### src/crc8fr_pkg.sv
// Shared types, constants and the CRC-8 step function for the CRC-8 frame receiver.
// Depends on nothing; the controller, datapath and top level import it.
package crc8fr_pkg;

    // Largest payload a frame may carry, in bytes.
    localparam int MAX_PAYLOAD = 16;
    localparam int CNT_W       = $clog2(MAX_PAYLOAD + 1);
    localparam int IDX_W       = $clog2(MAX_PAYLOAD);

    // Output field widths.
    localparam int STATUS_W = 2;
    localparam int BYTE_W   = 8;
    localparam int COUNT_W  = 5;
    localparam int POS_W    = 4;

    // Configuration register indexes.
    localparam logic [1:0] REG_SYNC_VALUE  = 2'd0;
    localparam logic [1:0] REG_CRC_SEED    = 2'd1;
    localparam logic [1:0] REG_SWITCH_TYPE = 2'd2;

    // Configuration reset values.
    localparam logic [7:0] SYNC_VALUE_RST  = 8'hAA;
    localparam logic [7:0] CRC_SEED_RST    = 8'hFF;
    localparam logic [7:0] SWITCH_TYPE_RST = 8'h10;

    // Result status codes.
    localparam logic [STATUS_W-1:0] STATUS_GOOD    = 2'd0;
    localparam logic [STATUS_W-1:0] STATUS_CRC_ERR = 2'd1;
    localparam logic [STATUS_W-1:0] STATUS_BAD_LEN = 2'd2;

    localparam logic [7:0] CRC_POLY = 8'h07;

    // Commands from the controller to the datapath.
    typedef struct packed {
        logic ld_kind;       // latch the type byte
        logic ld_len;        // latch the length, reset fill position and CRC
        logic ld_byte;       // store a payload byte and advance the CRC
        logic start_replay;  // rewind the replay pointer
        logic emit_bad_len;  // load a bad-length result
        logic emit_crc_err;  // load a CRC-mismatch result
        logic emit_byte;     // load the next replayed payload byte
    } ctrl_cmd_t;

    // Status from the datapath to the controller.
    typedef struct packed {
        logic sync_hit;      // incoming byte equals the sync value
        logic len_bad;       // incoming length is zero or too large
        logic len_full;      // this payload byte is the frame's last
        logic crc_match;     // incoming byte equals the running CRC
        logic replay_last;   // replay pointer is at the final payload byte
        logic out_free;      // output register can take a word this cycle
    } dp_stat_t;

    // One byte through CRC-8, polynomial 0x07, MSB first.
    function automatic logic [7:0] crc8_step(input logic [7:0] crc, input logic [7:0] b);
        logic [7:0] c;
        c = crc ^ b;
        for (int i = 0; i < 8; i++) begin
            if (c[7]) begin
                c = {c[6:0], 1'b0} ^ CRC_POLY;
            end else begin
                c = {c[6:0], 1'b0};
            end
        end
        return c;
    endfunction

endpackage

### src/crc8fr_ctrl.sv
// Frame parsing state machine of the CRC-8 frame receiver.
// Depends on crc8fr_pkg for the command and status structs.
module crc8fr_ctrl (
    input  logic                   aclk,
    input  logic                   aresetn,
    input  logic                   s_valid,
    output logic                   s_ready,
    input  crc8fr_pkg::dp_stat_t   stat,
    output crc8fr_pkg::ctrl_cmd_t  cmd
);
    import crc8fr_pkg::*;

    localparam logic [2:0] PH_SYNC    = 3'd0;
    localparam logic [2:0] PH_TYPE    = 3'd1;
    localparam logic [2:0] PH_LEN     = 3'd2;
    localparam logic [2:0] PH_PAYLOAD = 3'd3;
    localparam logic [2:0] PH_CRC     = 3'd4;
    localparam logic [2:0] PH_REPLAY  = 3'd5;

    logic [2:0] state_reg;
    logic [2:0] state_next;
    logic       acc;

    // A word is taken only when the output register can absorb any result it causes.
    assign s_ready = (state_reg != PH_REPLAY) && stat.out_free;
    assign acc     = s_valid && s_ready;

    always_comb begin
        state_next = state_reg;
        cmd        = '0;
        case (state_reg)
            PH_SYNC: begin
                if (acc && stat.sync_hit) begin
                    state_next = PH_TYPE;
                end
            end
            PH_TYPE: begin
                if (acc) begin
                    cmd.ld_kind = 1'b1;
                    state_next  = PH_LEN;
                end
            end
            PH_LEN: begin
                if (acc) begin
                    if (stat.len_bad) begin
                        cmd.emit_bad_len = 1'b1;
                        state_next       = PH_SYNC;
                    end else begin
                        cmd.ld_len = 1'b1;
                        state_next = PH_PAYLOAD;
                    end
                end
            end
            PH_PAYLOAD: begin
                if (acc) begin
                    cmd.ld_byte = 1'b1;
                    if (stat.len_full) begin
                        state_next = PH_CRC;
                    end
                end
            end
            PH_CRC: begin
                if (acc) begin
                    if (stat.crc_match) begin
                        cmd.start_replay = 1'b1;
                        state_next       = PH_REPLAY;
                    end else begin
                        cmd.emit_crc_err = 1'b1;
                        state_next       = PH_SYNC;
                    end
                end
            end
            PH_REPLAY: begin
                if (stat.out_free) begin
                    cmd.emit_byte = 1'b1;
                    if (stat.replay_last) begin
                        state_next = PH_SYNC;
                    end
                end
            end
            default: begin
                state_next = PH_SYNC;
            end
        endcase
    end

    always_ff @(posedge aclk) begin
        if (!aresetn) begin
            state_reg <= PH_SYNC;
        end else begin
            state_reg <= state_next;
        end
    end

    a_no_accept_in_replay: assert property (@(posedge aclk) disable iff (!aresetn)
        (state_reg == PH_REPLAY) |-> !s_ready)
        else $error("input accepted during payload replay");

    a_emit_exclusive: assert property (@(posedge aclk) disable iff (!aresetn)
        $onehot0({cmd.emit_bad_len, cmd.emit_crc_err, cmd.emit_byte}))
        else $error("two results loaded in one cycle");

    a_emit_needs_room: assert property (@(posedge aclk) disable iff (!aresetn)
        (cmd.emit_bad_len || cmd.emit_crc_err || cmd.emit_byte) |-> stat.out_free)
        else $error("result loaded while output register is held");

    a_crc_err_to_hunt: assert property (@(posedge aclk) disable iff (!aresetn)
        cmd.emit_crc_err |=> (state_reg == PH_SYNC))
        else $error("no return to sync hunt after CRC mismatch");

endmodule

### src/crc8fr_dp.sv
// Datapath of the CRC-8 frame receiver: configuration, frame fields, payload
// store, running CRC and the output register. Depends on crc8fr_pkg.
module crc8fr_dp (
    input  logic                            aclk,
    input  logic                            aresetn,
    input  logic                            cfg_wr_en,
    input  logic [1:0]                      cfg_addr,
    input  logic [7:0]                      cfg_wr_data,
    input  logic [7:0]                      s_rx_byte,
    input  crc8fr_pkg::ctrl_cmd_t           cmd,
    output crc8fr_pkg::dp_stat_t            stat,
    output logic                            m_valid,
    input  logic                            m_ready,
    output logic [crc8fr_pkg::STATUS_W-1:0] m_status,
    output logic [7:0]                      m_frame_kind,
    output logic [crc8fr_pkg::COUNT_W-1:0]  m_payload_count,
    output logic [7:0]                      m_data_value,
    output logic [crc8fr_pkg::POS_W-1:0]    m_data_position,
    output logic                            m_is_switch_notice,
    output logic                            m_last
);
    import crc8fr_pkg::*;

    logic [7:0]          sync_value_reg;
    logic [7:0]          crc_seed_reg;
    logic [7:0]          switch_type_reg;

    logic [7:0]          held_kind_reg;
    logic [CNT_W-1:0]    held_count_reg;
    logic [CNT_W-1:0]    fill_reg;
    logic [7:0]          crc_reg;
    logic [IDX_W-1:0]    rd_idx_reg;
    logic [7:0]          store_reg [MAX_PAYLOAD];

    logic                out_valid_reg;
    logic [STATUS_W-1:0] out_status_reg;
    logic [7:0]          out_kind_reg;
    logic [COUNT_W-1:0]  out_count_reg;
    logic [7:0]          out_data_reg;
    logic [POS_W-1:0]    out_pos_reg;
    logic                out_switch_reg;
    logic                out_last_reg;

    logic                emit_any;

    always_comb begin
        stat.sync_hit    = (s_rx_byte == sync_value_reg);
        stat.len_bad     = (s_rx_byte == 8'd0) || (s_rx_byte > 8'(MAX_PAYLOAD));
        stat.len_full    = ((fill_reg + CNT_W'(1)) >= held_count_reg);
        stat.crc_match   = (s_rx_byte == crc_reg);
        stat.replay_last = ((CNT_W'(rd_idx_reg) + CNT_W'(1)) == held_count_reg);
        stat.out_free    = !out_valid_reg || m_ready;
    end

    assign emit_any = cmd.emit_bad_len || cmd.emit_crc_err || cmd.emit_byte;

    always_ff @(posedge aclk) begin
        if (!aresetn) begin
            sync_value_reg  <= SYNC_VALUE_RST;
            crc_seed_reg    <= CRC_SEED_RST;
            switch_type_reg <= SWITCH_TYPE_RST;
        end else if (cfg_wr_en) begin
            case (cfg_addr)
                REG_SYNC_VALUE:  sync_value_reg  <= cfg_wr_data;
                REG_CRC_SEED:    crc_seed_reg    <= cfg_wr_data;
                REG_SWITCH_TYPE: switch_type_reg <= cfg_wr_data;
                default: begin
                end
            endcase
        end
    end

    // Frame fields, CRC and replay pointer carry no reset: every frame loads them first.
    always_ff @(posedge aclk) begin
        if (cmd.ld_kind) begin
            held_kind_reg <= s_rx_byte;
        end
        if (cmd.ld_len) begin
            held_count_reg <= s_rx_byte[CNT_W-1:0];
            fill_reg       <= '0;
            crc_reg        <= crc_seed_reg;
        end
        if (cmd.ld_byte) begin
            store_reg[fill_reg[IDX_W-1:0]] <= s_rx_byte;
            crc_reg                        <= crc8_step(crc_reg, s_rx_byte);
            fill_reg                       <= fill_reg + CNT_W'(1);
        end
        if (cmd.start_replay) begin
            rd_idx_reg <= '0;
        end else if (cmd.emit_byte) begin
            rd_idx_reg <= rd_idx_reg + IDX_W'(1);
        end
    end

    always_ff @(posedge aclk) begin
        if (!aresetn) begin
            out_valid_reg <= 1'b0;
        end else if (emit_any) begin
            out_valid_reg <= 1'b1;
        end else if (m_ready) begin
            out_valid_reg <= 1'b0;
        end
    end

    always_ff @(posedge aclk) begin
        if (emit_any) begin
            out_kind_reg   <= held_kind_reg;
            out_switch_reg <= (held_kind_reg == switch_type_reg);
        end
        if (cmd.emit_bad_len) begin
            out_status_reg <= STATUS_BAD_LEN;
            out_count_reg  <= '0;
            out_data_reg   <= '0;
            out_pos_reg    <= '0;
            out_last_reg   <= 1'b1;
        end else if (cmd.emit_crc_err) begin
            out_status_reg <= STATUS_CRC_ERR;
            out_count_reg  <= COUNT_W'(held_count_reg);
            out_data_reg   <= '0;
            out_pos_reg    <= '0;
            out_last_reg   <= 1'b1;
        end else if (cmd.emit_byte) begin
            out_status_reg <= STATUS_GOOD;
            out_count_reg  <= COUNT_W'(held_count_reg);
            out_data_reg   <= store_reg[rd_idx_reg];
            out_pos_reg    <= POS_W'(rd_idx_reg);
            out_last_reg   <= stat.replay_last;
        end
    end

    assign m_valid            = out_valid_reg;
    assign m_status           = out_status_reg;
    assign m_frame_kind       = out_kind_reg;
    assign m_payload_count    = out_count_reg;
    assign m_data_value       = out_data_reg;
    assign m_data_position    = out_pos_reg;
    assign m_is_switch_notice = out_switch_reg;
    assign m_last             = out_last_reg;

    a_store_in_range: assert property (@(posedge aclk) disable iff (!aresetn)
        cmd.ld_byte |-> (fill_reg < CNT_W'(MAX_PAYLOAD)))
        else $error("payload byte stored beyond the frame length limit");

    a_replay_in_frame: assert property (@(posedge aclk) disable iff (!aresetn)
        cmd.emit_byte |-> (CNT_W'(rd_idx_reg) < held_count_reg))
        else $error("replay pointer past the frame length");

endmodule

### src/crc8_frame_receiver_core.sv
// Top level of the CRC-8 frame receiver; depends on crc8fr_pkg, crc8fr_ctrl and crc8fr_dp.
// An error word appears the cycle after the word that causes it is taken; the first payload
// word of a good frame follows its CRC word through the replay state and output register.
// Input: one word per cycle while parsing and the output register is free; a good frame then
// holds the input during payload replay, one word per cycle unless the output stalls.
// Reset: synchronous, active-low aresetn restores config, output valid and the sync hunt.
module crc8_frame_receiver_core (
    input  logic                            aclk,
    input  logic                            aresetn,
    // Configuration write port.
    input  logic                            cfg_wr_en,
    input  logic [1:0]                      cfg_addr,
    input  logic [7:0]                      cfg_wr_data,
    // Received word stream.
    input  logic                            s_valid,
    output logic                            s_ready,
    input  logic [7:0]                      s_rx_byte,
    // Result stream.
    output logic                            m_valid,
    input  logic                            m_ready,
    output logic [crc8fr_pkg::STATUS_W-1:0] m_status,
    output logic [7:0]                      m_frame_kind,
    output logic [crc8fr_pkg::COUNT_W-1:0]  m_payload_count,
    output logic [7:0]                      m_data_value,
    output logic [crc8fr_pkg::POS_W-1:0]    m_data_position,
    output logic                            m_is_switch_notice,
    output logic                            m_last
);
    import crc8fr_pkg::*;

    // The controller sequences the frame fields and the replay; the datapath holds
    // all data, compares incoming words against the sync value, length bounds and
    // running CRC, and reports those outcomes back as status.
    ctrl_cmd_t cmd;
    dp_stat_t  stat;

    crc8fr_ctrl u_ctrl (
        .aclk    (aclk),
        .aresetn (aresetn),
        .s_valid (s_valid),
        .s_ready (s_ready),
        .stat    (stat),
        .cmd     (cmd)
    );

    // The output register in the datapath separates the two channels, so a new
    // word can be taken in the same cycle a finished result is taken downstream.
    crc8fr_dp u_dp (
        .aclk               (aclk),
        .aresetn            (aresetn),
        .cfg_wr_en          (cfg_wr_en),
        .cfg_addr           (cfg_addr),
        .cfg_wr_data        (cfg_wr_data),
        .s_rx_byte          (s_rx_byte),
        .cmd                (cmd),
        .stat               (stat),
        .m_valid            (m_valid),
        .m_ready            (m_ready),
        .m_status           (m_status),
        .m_frame_kind       (m_frame_kind),
        .m_payload_count    (m_payload_count),
        .m_data_value       (m_data_value),
        .m_data_position    (m_data_position),
        .m_is_switch_notice (m_is_switch_notice),
        .m_last             (m_last)
    );

endmodule
### config.mk
export PLATFORM = sky130hd
export DESIGN_NAME = crc8_frame_receiver_core
export DESIGN_NICKNAME = d
export VERILOG_FILES = /design/src/crc8fr_pkg.sv /design/src/crc8fr_ctrl.sv /design/src/crc8fr_dp.sv /design/src/crc8_frame_receiver_core.sv
export SDC_FILE = /design/constraint.sdc
export NUM_CORES = 1
export LEC_CHECK = 0
export ABC_AREA = 1
export BUFFER_PORTS_ARGS = -buffer_cell sky130_fd_sc_hd__buf_2
export CORE_MARGIN = 3
export CORE_UTILIZATION = 47
export CTS_BUF_LIST = sky130_fd_sc_hd__clkbuf_4 sky130_fd_sc_hd__clkbuf_8 sky130_fd_sc_hd__clkbuf_16
export DETAILED_ROUTE_END_ITERATION = 12
export PLACE_DENSITY_LB_ADDON = 0.3
export SLEW_MARGIN = 30
export SYNTH_ARGS = -nofsm -noshare
export SYNTH_HDL_FRONTEND = slang
export SYNTH_SLANG_ARGS = --single-unit
### constraint.sdc
create_clock -name aclk -period 2.9 [get_ports aclk]
set_input_delay 0.58 -clock aclk [delete_from_list [all_inputs] [get_ports aclk]]
set_output_delay 0.58 -clock aclk [all_outputs]
set_load 0.05 [all_outputs]
; ---- Yosys cells after proc, flatten, opt, wreduce, memory -nomap -nowiden
; Memories as Yosys holds them, arrays and structs flattened. A register that Yosys moved wholly into a read port is not among the register bits.
; Index checks and enable logic that the tools add are counted.
; Widths: inputs -> output; s select.
[word_totals]
output_inout_bits = 31
memories = 1
word_cells = 125
mem_bits_rw = 128
in_bits = 23
register_bits = 79
[classes]
addsub = 3
bitwise_logic = 9
n_lt_le_gt_ge = 2
eq_ne = 20
n_reduce_logical = 19
muxes = 55
[mem_list]
columns = name, words, width, rd, rd_clocked_by_memory_dff, wr, line_no
row1 = u_dp.store_reg, 16, 8, 1, 1, 1, crc8fr_dp.sv:33  ; logic [7:0] store_reg [MAX_PAYLOAD];
[ops]
columns = operator, n
row1 = $mux 8, 9
row2 = $mux 3, 17
row3 = $eq 8x8->1, 3
row4 = $not 3->3, 8
row5 = $mux 1, 21
row6 = $mux 5, 4
row7 = $pmux 3 s6, 1
row8 = $ne 2x1->1 const B, 6
row9 = $gt 8x5->1 const B, 1
row10 = $logic_not 8->1, 1
row11 = $reduce_and 8->1, 1
row12 = $xor 8x8->8, 1
row13 = $eq 3x2->1 const B, 2
row14 = $eq 3x3->1 const B, 2
row15 = $mux 2, 3
row16 = $reduce_and 2->1, 3
row17 = $reduce_bool 2->1, 3
row18 = $add 4x1->5 const B, 1
row19 = $add 5x1->5 const B, 1
row20 = $eq 5x5->1, 1
row21 = $ge 5x5->1, 1
row22 = $add 4x1->4 const B, 1
row23 = $logic_or 1x1->1, 4
row24 = $ne 2x2->1 const B, 2
row25 = other kinds (9), 11

; ---- Logic depth before layout (Yosys ltp)
; Gate-level depths: netlist (run 1).
[logic_depth]
depth_word = 28
depth_mapped = 13
ltp_nobuf = 13

; ---- Hierarchy
; A second synthesis (run 1) with hierarchy kept.
[unflattened]
hier_cells = 943
area_unflattened_um2 = 9385.3
[by_module_without_submodules]
columns = mod, area_each_um2, instances, seq_area_each_um2, cells_each
row1 = crc8fr_dp, 9066.2, 1, 5875.6, 886
row2 = crc8fr_ctrl, 319.1, 1, 60.1, 57

; ---- Least setup slack after synthesis (run 1)
; OpenSTA, ideal clock, no wires.
[synth_timing]
path_kind = input to register
start = in m_ready
end = reg u_dp.crc_reg[0], enable pin
path_stages = 9
setup_time_ns = 0.384
slack_ns = 0.691
t_arrival_ns = 1.825
path_buffers = 2
required_time_ns = 2.516
path_cell_list = or2_2 > nand2_4 > nor2_8 > inv_6 > nor2_8 > inv_2 > buf_6 > buf_6 > o21ai_1
[synth_via]
elab_chain_cells = 6
elab_cells_between_ends = 8
classes_between = mux: 4 / reduce/logical: 4
[synth_rtl]
columns = item, line_no
row1 = from (decl), crc8_frame_receiver_core.sv:20  ; input logic m_ready,
row2 = $logic_or 1x1->1 (*), crc8fr_dp.sv:52  ; stat.out_free = !out_valid_reg || m_ready;
row3 = $logic_and 1x1->1 (*), crc8fr_ctrl.sv:25  ; assign s_ready = (state_reg != PH_REPLAY) && stat.out_free;
row4 = $logic_and 1x1->1 (*), crc8fr_ctrl.sv:26  ; assign acc = s_valid && s_ready;
row5 = $mux 1 (on tied branches), "crc8fr_ctrl.sv:55, crc8fr_ctrl.sv:44"
row6 = $mux 1, crc8fr_ctrl.sv:31  ; case (state_reg)
row7 = $reduce_bool 2->1 (no line) (*), --
row8 = to (signal assigned), crc8fr_dp.sv:81  ; crc_reg <= crc_seed_reg;
row9 = to (signal assigned), crc8fr_dp.sv:85  ; crc_reg <= crc8_step(crc_reg, s_rx_byte);
row10 = to (decl), crc8fr_dp.sv:31  ; logic [7:0] crc_reg;
; Every way passes the cells marked *; elsewhere a longest branch is shown, timed or not.
; A chain may end at the register's enable or synchronous reset.

; ---- Worst setup path in the final report (run 1)
[layout_timing]
start = reg u_dp.fill_reg[0]
end = reg u_ctrl.state_reg[1]
[layout_via]
elab_chain_cells = 4
[layout_rtl]
columns = item, line_no
row1 = from (decl), crc8fr_dp.sv:30  ; logic [CNT_W-1:0] fill_reg;
row2 = from (signal assigned), crc8fr_dp.sv:86  ; fill_reg <= fill_reg + CNT_W'(1);
row3 = $add 5x1->5, crc8fr_dp.sv:49  ; stat.len_full = ((fill_reg + CNT_W'(1)) >= held_count_reg);
row4 = $ge 5x5->1, crc8fr_dp.sv:49
row5 = $ne 2x2->1 (no line), --
row6 = $reduce_and 8->1 (no line), --
row7 = to (signal assigned), crc8fr_ctrl.sv:91  ; state_reg <= state_next;
row8 = to (decl), crc8fr_ctrl.sv:20  ; logic [2:0] state_reg;
; Every way passes these cells.

==> results of run 1 <==
kinds of logic after synthesis:
group | count (synthesis)
xor+xnor | 35
simple gates | 330
fa+ha+maj | 13
compound gates | 164
flops | 215
buf+inv | 100
per-layer routing:
layer	wire length (um)	track usage (%)
met5	0	0
met4	493	5.03
met3	1230	3.23
met2	10800	34.7
met1	9150	26.7
cells in the mapped netlist, drive strengths merged:
cell / n / area share (%)
o211ai: 31 / 2.5
dfxtp: 52 / 11
ha: 13 / 1.8
clkbuf: 13 / 0.53
edfxtp: 163 / 53
nor3: 8 / 0.65
nor2: 159 / 7.1
inv: 66 / 2.8
or2: 1 / 0.068
o21ai: 105 / 5.8
nand3: 43 / 2.4
xnor2: 23 / 2.2
a211oi: 2 / 0.16
a21oi: 17 / 0.92
o221ai: 4 / 0.38
o22ai: 4 / 0.27
buf: 20 / 1.3
o21a: 1 / 0.081
nand4: 12 / 0.98
xor2: 12 / 1.1
nand2: 106 / 4.7
and3: 1 / 0.068
clkinv: 1 / 0.041
cell usage in the layout (no fill, tap or decap), types with 6 or more instances in the layout:
master,n
sky130_fd_sc_hd__inv_2,12
sky130_fd_sc_hd__xnor2_1,23
sky130_fd_sc_hd__o211ai_1,31
sky130_fd_sc_hd__edfxtp_1,163
sky130_fd_sc_hd__nand3_1,42
sky130_fd_sc_hd__clkbuf_16,23
sky130_fd_sc_hd__a21oi_1,17
sky130_fd_sc_hd__dfxtp_1,50
sky130_fd_sc_hd__nand2_1,100
sky130_fd_sc_hd__buf_2,53
sky130_fd_sc_hd__bufinv_16,6
sky130_fd_sc_hd__inv_1,52
sky130_fd_sc_hd__buf_4,39
sky130_fd_sc_hd__nand4_1,11
sky130_fd_sc_hd__nor2_1,152
sky130_fd_sc_hd__ha_1,13
sky130_fd_sc_hd__xor2_1,12
sky130_fd_sc_hd__o21ai_0,83
sky130_fd_sc_hd__o21ai_1,20
layout make-up:
type                    instances  share of cell area [%]
flip-flops and latches        215                    54.8
repair buffers                 94                    5.52
well taps                     260                    3.00
clock inverters                16                    2.30
clock buffers                  26                    5.52
inverters                      67                    2.39
multi-input cells             542                    26.5
power by group:
group          switching, W  total [W]  internal [W]  leakage [nW]
sequential         0.000165    0.00375       0.00359          1.90
combinational       0.00229    0.00323      0.000942          1.89
clock               0.00121    0.00324       0.00203         0.420
path summary, 6_finish.rpt:
path	start	end	slack (ps)	cells after the start
max	u_dp.fill_reg[0]	u_ctrl.state_reg[1]	540	12
min	cfg_wr_data[3]	u_dp.crc_seed_reg[3]	310	3
max reg2reg	u_dp.fill_reg[0]	u_ctrl.state_reg[1]	540	12
min reg2reg	u_dp.m_data_position[3]	u_dp.m_data_position[3]	460	2
through the flow:
| step | power (W) | instances |
|---|---|---|
| after floorplan | 0.00616 | 857 |
| after detailed placement | 0.00704 | 1178 |
| after global routing | 0.0108 | 1220 |
| after CTS | 0.0103 | 1220 |
| final | 0.0102 | 1220 |
| after global placement | 0.00700 | 1178 |
worst register-to-register path: stages (launching register included):
cell                       delay [ps]
sky130_fd_sc_hd__edfxtp_1         480
sky130_fd_sc_hd__ha_1             290
sky130_fd_sc_hd__nand3_1          120
sky130_fd_sc_hd__xor2_1           190
sky130_fd_sc_hd__inv_1             60
sky130_fd_sc_hd__ha_1             320
sky130_fd_sc_hd__a21oi_1          150
sky130_fd_sc_hd__o21a_1           130
sky130_fd_sc_hd__nand4_1          180
sky130_fd_sc_hd__nand4_1          190
sky130_fd_sc_hd__nand2_1           60
sky130_fd_sc_hd__nand2_1           50
sky130_fd_sc_hd__nor2_1            40
==> flow_metrics.py, run 1 <==
metrics = {
    "layout": {
        "final-seq-area_um2": 5940,
        "area_growth_pct": 17.4,
        "finish.instance_area_um2": 10800,
        "largest_register_ffs": 128,
        "drive_gt1_share_pct": 17.8,
        "multi_input_comb_area_um2": 2870,
        "final.fill_count": 1623,
        "insertedDiodeCount": 0,
        "nNetsFinal": 979,
        "final_core_utilization_pct": 57.0,
    },
    "clock_tree": {
        "cts_setup_buffers": 0,
        "cts-root-buf": "sky130_fd_sc_hd__clkbuf_16",
        "cts_tree": "done",
        "cts_max_path_buffers": 3,
        "cts_buffers": 23,
        "cts.hold.buffers_added": 0,
        "clock_latency_at_the_later_pin_of_the_worst_skew_pair_ps": 520,
        "reg_clk_slew_reported_paths_ps": 60,
        "cts.htree.levels": 1,
        "tritoncts_num_sinks": 215,
        "cts-resized-gates": 0,
    },
    "route": {
        "via_count": 6449,
        "drt-wirelength-per-cell_um": 17.8,
        "routed_wl_um": 21700,
        "postRouteAntennaNets": 0,
        "drt_first_pass_iters": 5,
        "drc": 0,
        "post_drt_via_cell_ratio": 5.29,
        "drt_iter0_drc": 466,
    },
    "critical_path": {
        "worst_setup_path_start_kind": "flop",
        "setup.worst_path.class": "flop to flop",
        "critPathMaxStageDelay_ps": 480,
        "timing.critical_path.cells": "ha_1 -> nand3_1 -> xor2_1 -> inv_1 -> ha_1 -> a21oi_1 -> o21a_1 -> nand4_1 -> nand4_1 -> nand2_1 -> nand2_1 -> nor2_1",
        "cp_data_arrival_time_ps": 2770,
        "kind_of_cell_adding_the_most_delay_to_the_critical_path": "simple AND/OR/NAND/NOR gates",
        "crit_path_max_fanout": 6,
        "worst_path_cell_with_the_longest_stage_delay": "sky130_fd_sc_hd__edfxtp_1",
        "setup.worst_path.end_class": "flop",
        "crit_buf_inv": 1,
        "required_ps": 3310,
    },
    "logic_synthesis": {
        "synth_xor_xnor_area_share_pct": 3.32,
        "post_synth_fa_ha_maj_area_fraction_pct": 1.76,
        "main_combinational_cell_family_by_area_after_synthesis": "simple AND/OR/NAND/NOR gates",
        "proportion_of_synthesized_area_in_mux_cells_pct": 0,
        "synthesis.instances": 857,
        "synth_seq_area_share_pct": 64.3,
        "complex_gate_fraction_of_the_synthesized_area_pct": 10.1,
        "synth_seq_cells": 215,
        "summed_instance_area_of_the_synthesized_netlist_um2": 9230,
        "post_synth_and_or_nand_nor_area_fraction_pct": 15.9,
        "syn_avg_cell_area_um2": 10.8,
        "synth_nets": 893,
        "synth.distinct_cells": 37,
        "ys.warnings.count": 0,
    },
    "floorplan": {
        "chipHeight_um": 146,
        "start_util_pct": 48.5,
        "floorplan.die_area_um2": 21400,
        "die_w_um": 146,
        "core_region_area_um2": 19000,
        "io-pin-count": 54,
        "num_rows": 50,
    },
    "global_route": {
        "first_global_vias": 6251,
        "global_route_wire_length_before_repair_um": 34300,
        "groute.usage.overall_pct": 20.1,
        "antenna_violations_before_repair": 0,
        "globalRoute.totalOverflow": 0,
        "grt_start_max_net_pins": 61,
    },
    "placement": {
        "preCtsSetupSlack_ps": 233,
        "gp_routability_congestion": 0.813,
        "place.detailed.hpwl_um": 13900,
        "portBuffers": 53,
        "placedInstanceArea_um2": 9990,
    },
    "power": {
        "power_density_nw_per_um2": 944,
        "ir_drop_mv": 0.433,
        "static-leakage-power_nw": 4.21,
    },
    "sta": {
        "hold_ws_ps": 315,
        "min_period_ps": 2360,
        "final-setup-viol-count": 0,
        "worst_pin_slew_ps": 532,
        "relSlewSlack_pct": 64.3,
        "final.period_utilization_pct": 81.5,
        "finalClockSkew_ps": 11.8,
        "fin_tns_setup_ps": 0,
        "max_frequency_ghz": 0.423,
        "grt_setup_unrepaired": "false",
        "timing_max_transition_violations_final": 0,
        "hold_viol_final": 0,
        "postLayoutSetupSlackWorst_ps": 537,
    },
    "run_status": {
        "outcome": "finished clean",
    },
    "flow_run": {
        "maxCapViolCount": 0,
    },
    "min_path": {
        "hp-class": "input port to flop",
    },
}
Power figures use the tool's default switching activity.
==> run 2, diff against run 1 <==
==> constraint.sdc (replaced) <==
create_clock -name aclk -period 2.4 [get_ports aclk]
set_input_delay 0.48 -clock aclk [delete_from_list [all_inputs] [get_ports aclk]]
set_output_delay 0.48 -clock aclk [all_outputs]
set_load 0.05 [all_outputs]
==> run 2 against run 1 <==
Register-to-register slack worse by 370 ps. Non-clock buffer count up 12. Final cell count up 0.90%. Combinational power up 21%. First-iteration DRC count down 1.1%. Die area unchanged. Core utilization up 0.092 points. Fmax up 6.0%. Clock power up 7.7%. Final area up 0.16%. Critical path depth unchanged. Critical path type unchanged.
==> flow_metrics.py, run 2 (synthesis gave the netlist of run 1 again) <==
metrics = {
    "run_status": {
        "outcome": "finished clean",
    },
    "sta": {
        "final.period_utilization_pct": 92.9,
        "relSlewSlack_pct": 70.3,
        "worst_pin_slew_ps": 445,
        "min_period_ps": 2230,
        "timing_max_transition_violations_final": 0,
        "max_frequency_ghz": 0.448,
        "fin_tns_setup_ps": 0,
        "final-setup-viol-count": 0,
        "finalClockSkew_ps": 8.93,
        "hold_viol_final": 0,
    },
    "global_route": {
        "first_global_vias": 6179,
        "globalRoute.totalOverflow": 0,
        "antenna_violations_before_repair": 0,
        "global_route_wire_length_before_repair_um": 33800,
        "grt_start_max_net_pins": 65,
        "groute.usage.overall_pct": 19.9,
    },
    "power": {
        "fin_total_pwr_w": 0.0120,
        "pwr-share-clk_pct": 29.1,
        "net_switching_power_of_the_design_w": 0.00437,
        "static-leakage-power_nw": 4.23,
        "p_int_w": 0.00761,
        "power_density_nw_per_um2": 1100,
        "power.share.switching_pct": 36.4,
        "power_frac_comb_pct": 32.8,
        "ir_drop_mv": 0.600,
        "share_seq_of_total_power_pct": 38.1,
    },
    "clock_tree": {
        "tritoncts_num_sinks": 215,
        "cts_setup_buffers": 0,
        "cts.htree.levels": 1,
        "cts_tree": "done",
        "cts.hold.buffers_added": 0,
        "cts-resized-gates": 0,
        "cts_max_path_buffers": 3,
        "clock_latency_at_the_later_pin_of_the_worst_skew_pair_ps": 510,
        "cts_buffers": 23,
        "reg_clk_slew_reported_paths_ps": 60,
        "cts-root-buf": "sky130_fd_sc_hd__clkbuf_16",
    },
    "layout": {
        "insertedDiodeCount": 0,
        "nNetsFinal": 991,
        "mostFrequentLayoutCells": "sky130_fd_sc_hd__edfxtp_1, sky130_fd_sc_hd__nor2_1, sky130_fd_sc_hd__nand2_1",
        "final-seq-area_um2": 5940,
        "largest_register_ffs": 128,
        "drive_gt1_share_pct": 18.7,
        "final.fill_count": 1662,
        "multi_input_comb_area_um2": 2870,
        "layout.cells.most_common": "sky130_fd_sc_hd__edfxtp_1",
        "area_growth_pct": 17.6,
    },
    "route": {
        "drt_iter0_drc": 461,
        "via_count": 6571,
        "drt_first_pass_iters": 5,
        "post_drt_via_cell_ratio": 5.34,
        "postRouteAntennaNets": 0,
        "routed_wl_um": 21800,
        "drc": 0,
        "drt-wirelength-per-cell_um": 17.7,
    },
    "min_path": {
        "hp-class": "input port to flop",
        "hold_start": "cfg_wr_data[4]",
        "min_path_cells": 3,
        "hold-path-endpoint": "u_dp.switch_type_reg[4]",
    },
    "critical_path": {
        "crit_path_max_fanout": 4,
        "setup.worst_path.end_class": "flop",
        "required_ps": 2800,
        "critical_path.reg2reg.startpoint": "u_dp.fill_reg[1]",
        "crit-reg2reg-capture": "u_ctrl.state_reg[1]",
        "reg2regPathDepth": 12,
        "worst_setup_path_start_kind": "flop",
        "cp_data_arrival_time_ps": 2630,
        "setup.reg_to_reg.worst_slack_ps": 170,
        "setup.worst_path.class": "flop to flop",
    },
    "placement": {
        "place.detailed.hpwl_um": 14400,
        "gp_routability_congestion": 0.817,
        "portBuffers": 53,
    },
    "floorplan": {
        "start_util_pct": 48.5,
        "core_region_area_um2": 19000,
        "num_rows": 50,
        "floorplan.die_area_um2": 21400,
        "chipHeight_um": 146,
        "io-pin-count": 54,
        "die_w_um": 146,
    },
    "flow_run": {
        "maxCapViolCount": 0,
    },
}
## run 2: critical path, cell delays in order, from the launching register on
cell and delay, ps:
sky130_fd_sc_hd__edfxtp_1 430, sky130_fd_sc_hd__ha_1 250, sky130_fd_sc_hd__nand3_1 110, sky130_fd_sc_hd__xor2_1 180
sky130_fd_sc_hd__inv_1 60, sky130_fd_sc_hd__ha_1 320, sky130_fd_sc_hd__a21oi_1 180, sky130_fd_sc_hd__o21a_1 130
sky130_fd_sc_hd__nand4_1 160, sky130_fd_sc_hd__nand4_1 160, sky130_fd_sc_hd__nand2_1 60, sky130_fd_sc_hd__nand2_1 50
sky130_fd_sc_hd__nor2_1 40
## run 2: layer usage
layer,routed length (um),global-route usage [%],vias up,share of wire [%]
met5,0,0,-,0
met4,601,5.60,0,2.8
met3,1100,2.95,41,5.0
met2,10400,33.3,192,48
met1,9680,27.2,3164,44
li1,-,-,3174,-
## run 2: area by class of cell
class | instances | area share [%]
Sequential cell | 215 | 54.7
Multi-Input combinational cell | 542 | 26.4
Tap cell | 260 | 3.00
Clock inverter | 13 | 1.08
Clock buffer | 28 | 5.82
Inverter | 67 | 2.39
Timing Repair Buffer | 106 | 6.57
## run 2: worst max path at each step
stage,startpoint,to,slack [ps],cells after the start
finish,u_dp.fill_reg[1],u_ctrl.state_reg[1],170,12
global route,u_dp.fill_reg[1],u_ctrl.state_reg[1],-30,12
CTS,u_dp.fill_reg[1],u_ctrl.state_reg[1],100,12
detailed placement,s_rx_byte[5],u_dp.m_frame_kind[0],60,10
global placement,s_rx_byte[5],u_dp.m_frame_kind[0],90,10
floorplan,u_dp.m_valid,u_dp.crc_reg[0],200,10
## run 2: power groups by stage
| stage | registers, W | logic, W | clock network [W] |
|---|---|---|---|
| finish | 0.00457 | 0.00392 | 0.00349 |
| global route | 0.00460 | 0.00431 | 0.00366 |
| CTS | 0.00457 | 0.00393 | 0.00355 |
| detailed placement | 0.00465 | 0.00392 | 0 |
| global placement | 0.00465 | 0.00384 | 0 |
| floorplan | 0.00521 | 0.00223 | 0 |
## run 2: metrics by stage
step | setup WS (ps) | std cells | utilization [%] | hold WS (ps) | cell area, um^2
6_report | 170 | 1231 | 57.1 | 216 | 10900
5_1_grt | -25.8 | 1231 | 57.1 | 220 | 10900
4_1_cts | 103 | 1228 | 57.0 | 197 | 10800
3_5_place_dp | 55.5 | 1187 | 53.0 | 445 | 10100
3_3_place_gp | 85.8 | 1187 | 53.0 | 439 | 10100
2_1_floorplan | 196 | 857 | - | 429 | 9230
==> run 3, diff against run 2 <==
--- a/config.mk
+++ b/config.mk
@@ -11,6 +11,7 @@
 export CORE_UTILIZATION = 47
 export CTS_BUF_LIST = sky130_fd_sc_hd__clkbuf_4 sky130_fd_sc_hd__clkbuf_8 sky130_fd_sc_hd__clkbuf_16
 export DETAILED_ROUTE_END_ITERATION = 12
+export HOLD_SLACK_MARGIN = 0.08
 export PLACE_DENSITY_LB_ADDON = 0.3
 export SLEW_MARGIN = 30
 export SYNTH_ARGS = -nofsm -noshare
==> constraint.sdc (replaced) <==
create_clock -name aclk -period 2.05 [get_ports aclk]
set_input_delay 0.41 -clock aclk [delete_from_list [all_inputs] [get_ports aclk]]
set_output_delay 0.41 -clock aclk [all_outputs]
set_load 0.05 [all_outputs]
==> run 3 against run 2 <==
The flow now finishes with violations (negative setup slack). Global-route usage rose by 0.22 points. Critical path depth fell by 1. Fmax rose by 6.6%. Critical endpoint unchanged. Routed wire length fell by 0.45%. Die area did not move. Largest power group unchanged. Count of clock-buffer cells in the layout fell by 2. Final cell count rose by 2.1%. Clock skew rose by 2.6 ps. Sequential share of layout area fell by 1.6 points. Highest routed layer unchanged.
==> flow_metrics.py, run 3 (synthesis gave the netlist of run 1 again) <==
metrics = {
    "run_status": {
        "outcome": "finished with violations",
        "violated_checks": "negative setup slack",
    },
    "critical_path": {
        "path_depth": 11,
        "critPathMaxStageDelay_ps": 400,
        "setup.worst_path.end_class": "flop",
        "setup.worst_path.class": "flop to flop",
        "worst_setup_path_start_kind": "flop",
        "crit_buf_inv": 2,
        "cp_data_arrival_time_ps": 2480,
        "worst_path_cell_with_the_longest_stage_delay": "sky130_fd_sc_hd__edfxtp_1",
        "crit_path_max_fanout": 4,
        "timing.critical_path.cells": "buf_4 -> nand3_1 -> xor2_1 -> inv_1 -> ha_4 -> nand2_2 -> o21a_1 -> nand4_1 -> nand4_1 -> nor2_1 -> nor2_1",
        "setup.reg_to_reg.worst_slack_ps": -40,
        "required_ps": 2440,
        "kind_of_cell_adding_the_most_delay_to_the_critical_path": "simple AND/OR/NAND/NOR gates",
        "reg2regPathDepth": 11,
    },
    "route": {
        "routed_wl_um": 21700,
        "postRouteAntennaNets": 0,
        "post_drt_via_cell_ratio": 5.27,
        "drc": 0,
        "via_count": 6629,
        "drt_iter0_drc": 541,
        "drt-wirelength-per-cell_um": 17.2,
        "drt_first_pass_iters": 5,
    },
    "sta": {
        "worst_pin_slew_ps": 446,
        "postLayoutSetupSlackWorst_ps": -41.4,
        "final.period_utilization_pct": 102,
        "timing_max_transition_violations_final": 0,
        "min_period_ps": 2090,
        "hold_viol_final": 0,
        "max_frequency_ghz": 0.478,
        "finalClockSkew_ps": 11.5,
        "relSlewSlack_pct": 70.2,
        "fin_tns_setup_ps": -42.9,
        "hold_ws_ps": 172,
        "final-setup-viol-count": 2,
        "grt_setup_unrepaired": "true",
    },
    "layout": {
        "area_growth_pct": 21.2,
        "layout.cells.non_filler": 1257,
        "nNetsFinal": 1016,
        "insertedDiodeCount": 0,
        "mostFrequentLayoutCells": "sky130_fd_sc_hd__edfxtp_1, sky130_fd_sc_hd__nor2_1, sky130_fd_sc_hd__nand2_1",
        "drive_gt1_share_pct": 22.5,
        "largest_register_ffs": 128,
        "layout.cells.most_common": "sky130_fd_sc_hd__edfxtp_1",
    },
    "clock_tree": {
        "tritoncts_num_sinks": 215,
        "cts.hold.buffers_added": 0,
        "cts_tree": "done",
        "cts.htree.levels": 1,
        "reg_clk_slew_reported_paths_ps": 60,
        "cts_buffers": 23,
        "cts_max_path_buffers": 3,
        "cts-root-buf": "sky130_fd_sc_hd__clkbuf_16",
        "clock_latency_at_the_later_pin_of_the_worst_skew_pair_ps": 500,
    },
    "power": {
        "p_int_w": 0.00923,
        "net_switching_power_of_the_design_w": 0.00513,
        "share_seq_of_total_power_pct": 37.2,
        "ir_drop_mv": 0.755,
        "fin_total_pwr_w": 0.0144,
        "power.share.switching_pct": 35.7,
        "power_frac_comb_pct": 32.9,
        "static-leakage-power_nw": 4.38,
        "power_density_nw_per_um2": 1280,
        "pwr-share-clk_pct": 29.8,
    },
    "global_route": {
        "first_global_vias": 6480,
        "global_route_wire_length_before_repair_um": 34400,
        "grt_start_max_net_pins": 46,
        "antenna_violations_before_repair": 0,
        "globalRoute.totalOverflow": 0,
        "groute.usage.overall_pct": 20.1,
    },
    "placement": {
        "place.detailed.hpwl_um": 14700,
        "preCtsSetupSlack_ps": -89.7,
        "portBuffers": 53,
        "placed_cells": 1211,
        "gp_routability_congestion": 0.846,
    },
    "floorplan": {
        "floorplan.die_area_um2": 21400,
        "io-pin-count": 54,
        "start_util_pct": 48.5,
        "num_rows": 50,
        "core_region_area_um2": 19000,
        "chipHeight_um": 146,
        "die_w_um": 146,
    },
    "min_path": {
        "hp-class": "input port to flop",
        "min_path_cells": 3,
    },
    "flow_run": {
        "maxCapViolCount": 0,
    },
}
run 3: power groups by stage:
stage	sequential (W)	clock, W	combinational [W]
floorplan	0.00611	0	0.00261
global placement	0.00543	0	0.00461
detailed placement	0.00544	0	0.00470
CTS	0.00535	0.00436	0.00474
global route	0.00540	0.00453	0.00520
finish	0.00535	0.00429	0.00473
run 3: through the flow:
step	utilization, %	instance area, um^2
global placement	54.0	10300
floorplan	-	9240
CTS	58.4	11100
finish	58.9	11200
detailed placement	54.0	10300
global route	58.9	11200
run 3: tightest hold or removal path, cell delays in order:
cell and delay, ps:
sky130_fd_sc_hd__buf_2 120, sky130_fd_sc_hd__nand2_1 60, sky130_fd_sc_hd__nand3_1 50
run 3: path summary, 6_finish.rpt:
kind                                           start                       to
worst min-delay path                  cfg_wr_data[4]  u_dp.switch_type_reg[4]
worst max-delay path                u_dp.fill_reg[1]      u_ctrl.state_reg[1]
worst min register to register  u_dp.crc_seed_reg[5]     u_dp.crc_seed_reg[5]
worst max register to register      u_dp.fill_reg[1]      u_ctrl.state_reg[1]
run 3: cell type report:
cell class	count	area (um^2)
Multi-Input combinational cell	542	2970
Tap cell	260	325
Fill cell	1655	7820
Clock inverter	16	186
Timing Repair Buffer	131	905
Inverter	67	259
Clock buffer	26	611
Sequential cell	215	5940
run 3: metal layers:
metal / vias up / track usage (%) / part of all wire, %
met5: - / 0 / 0
met3: 42 / 3.51 / 5.6
met4: 0 / 5.88 / 2.8
li1: 3221 / - / -
met1: 3178 / 26.3 / 42
met2: 188 / 34.6 / 50
run 3: repair_timing:
item                                    CTS  global route
pin swaps                                 2            14
endpoints found under the hold margin     0             0
setup buffers                             1             3
endpoints found under the setup margin    3             8
resized for setup                         4            14
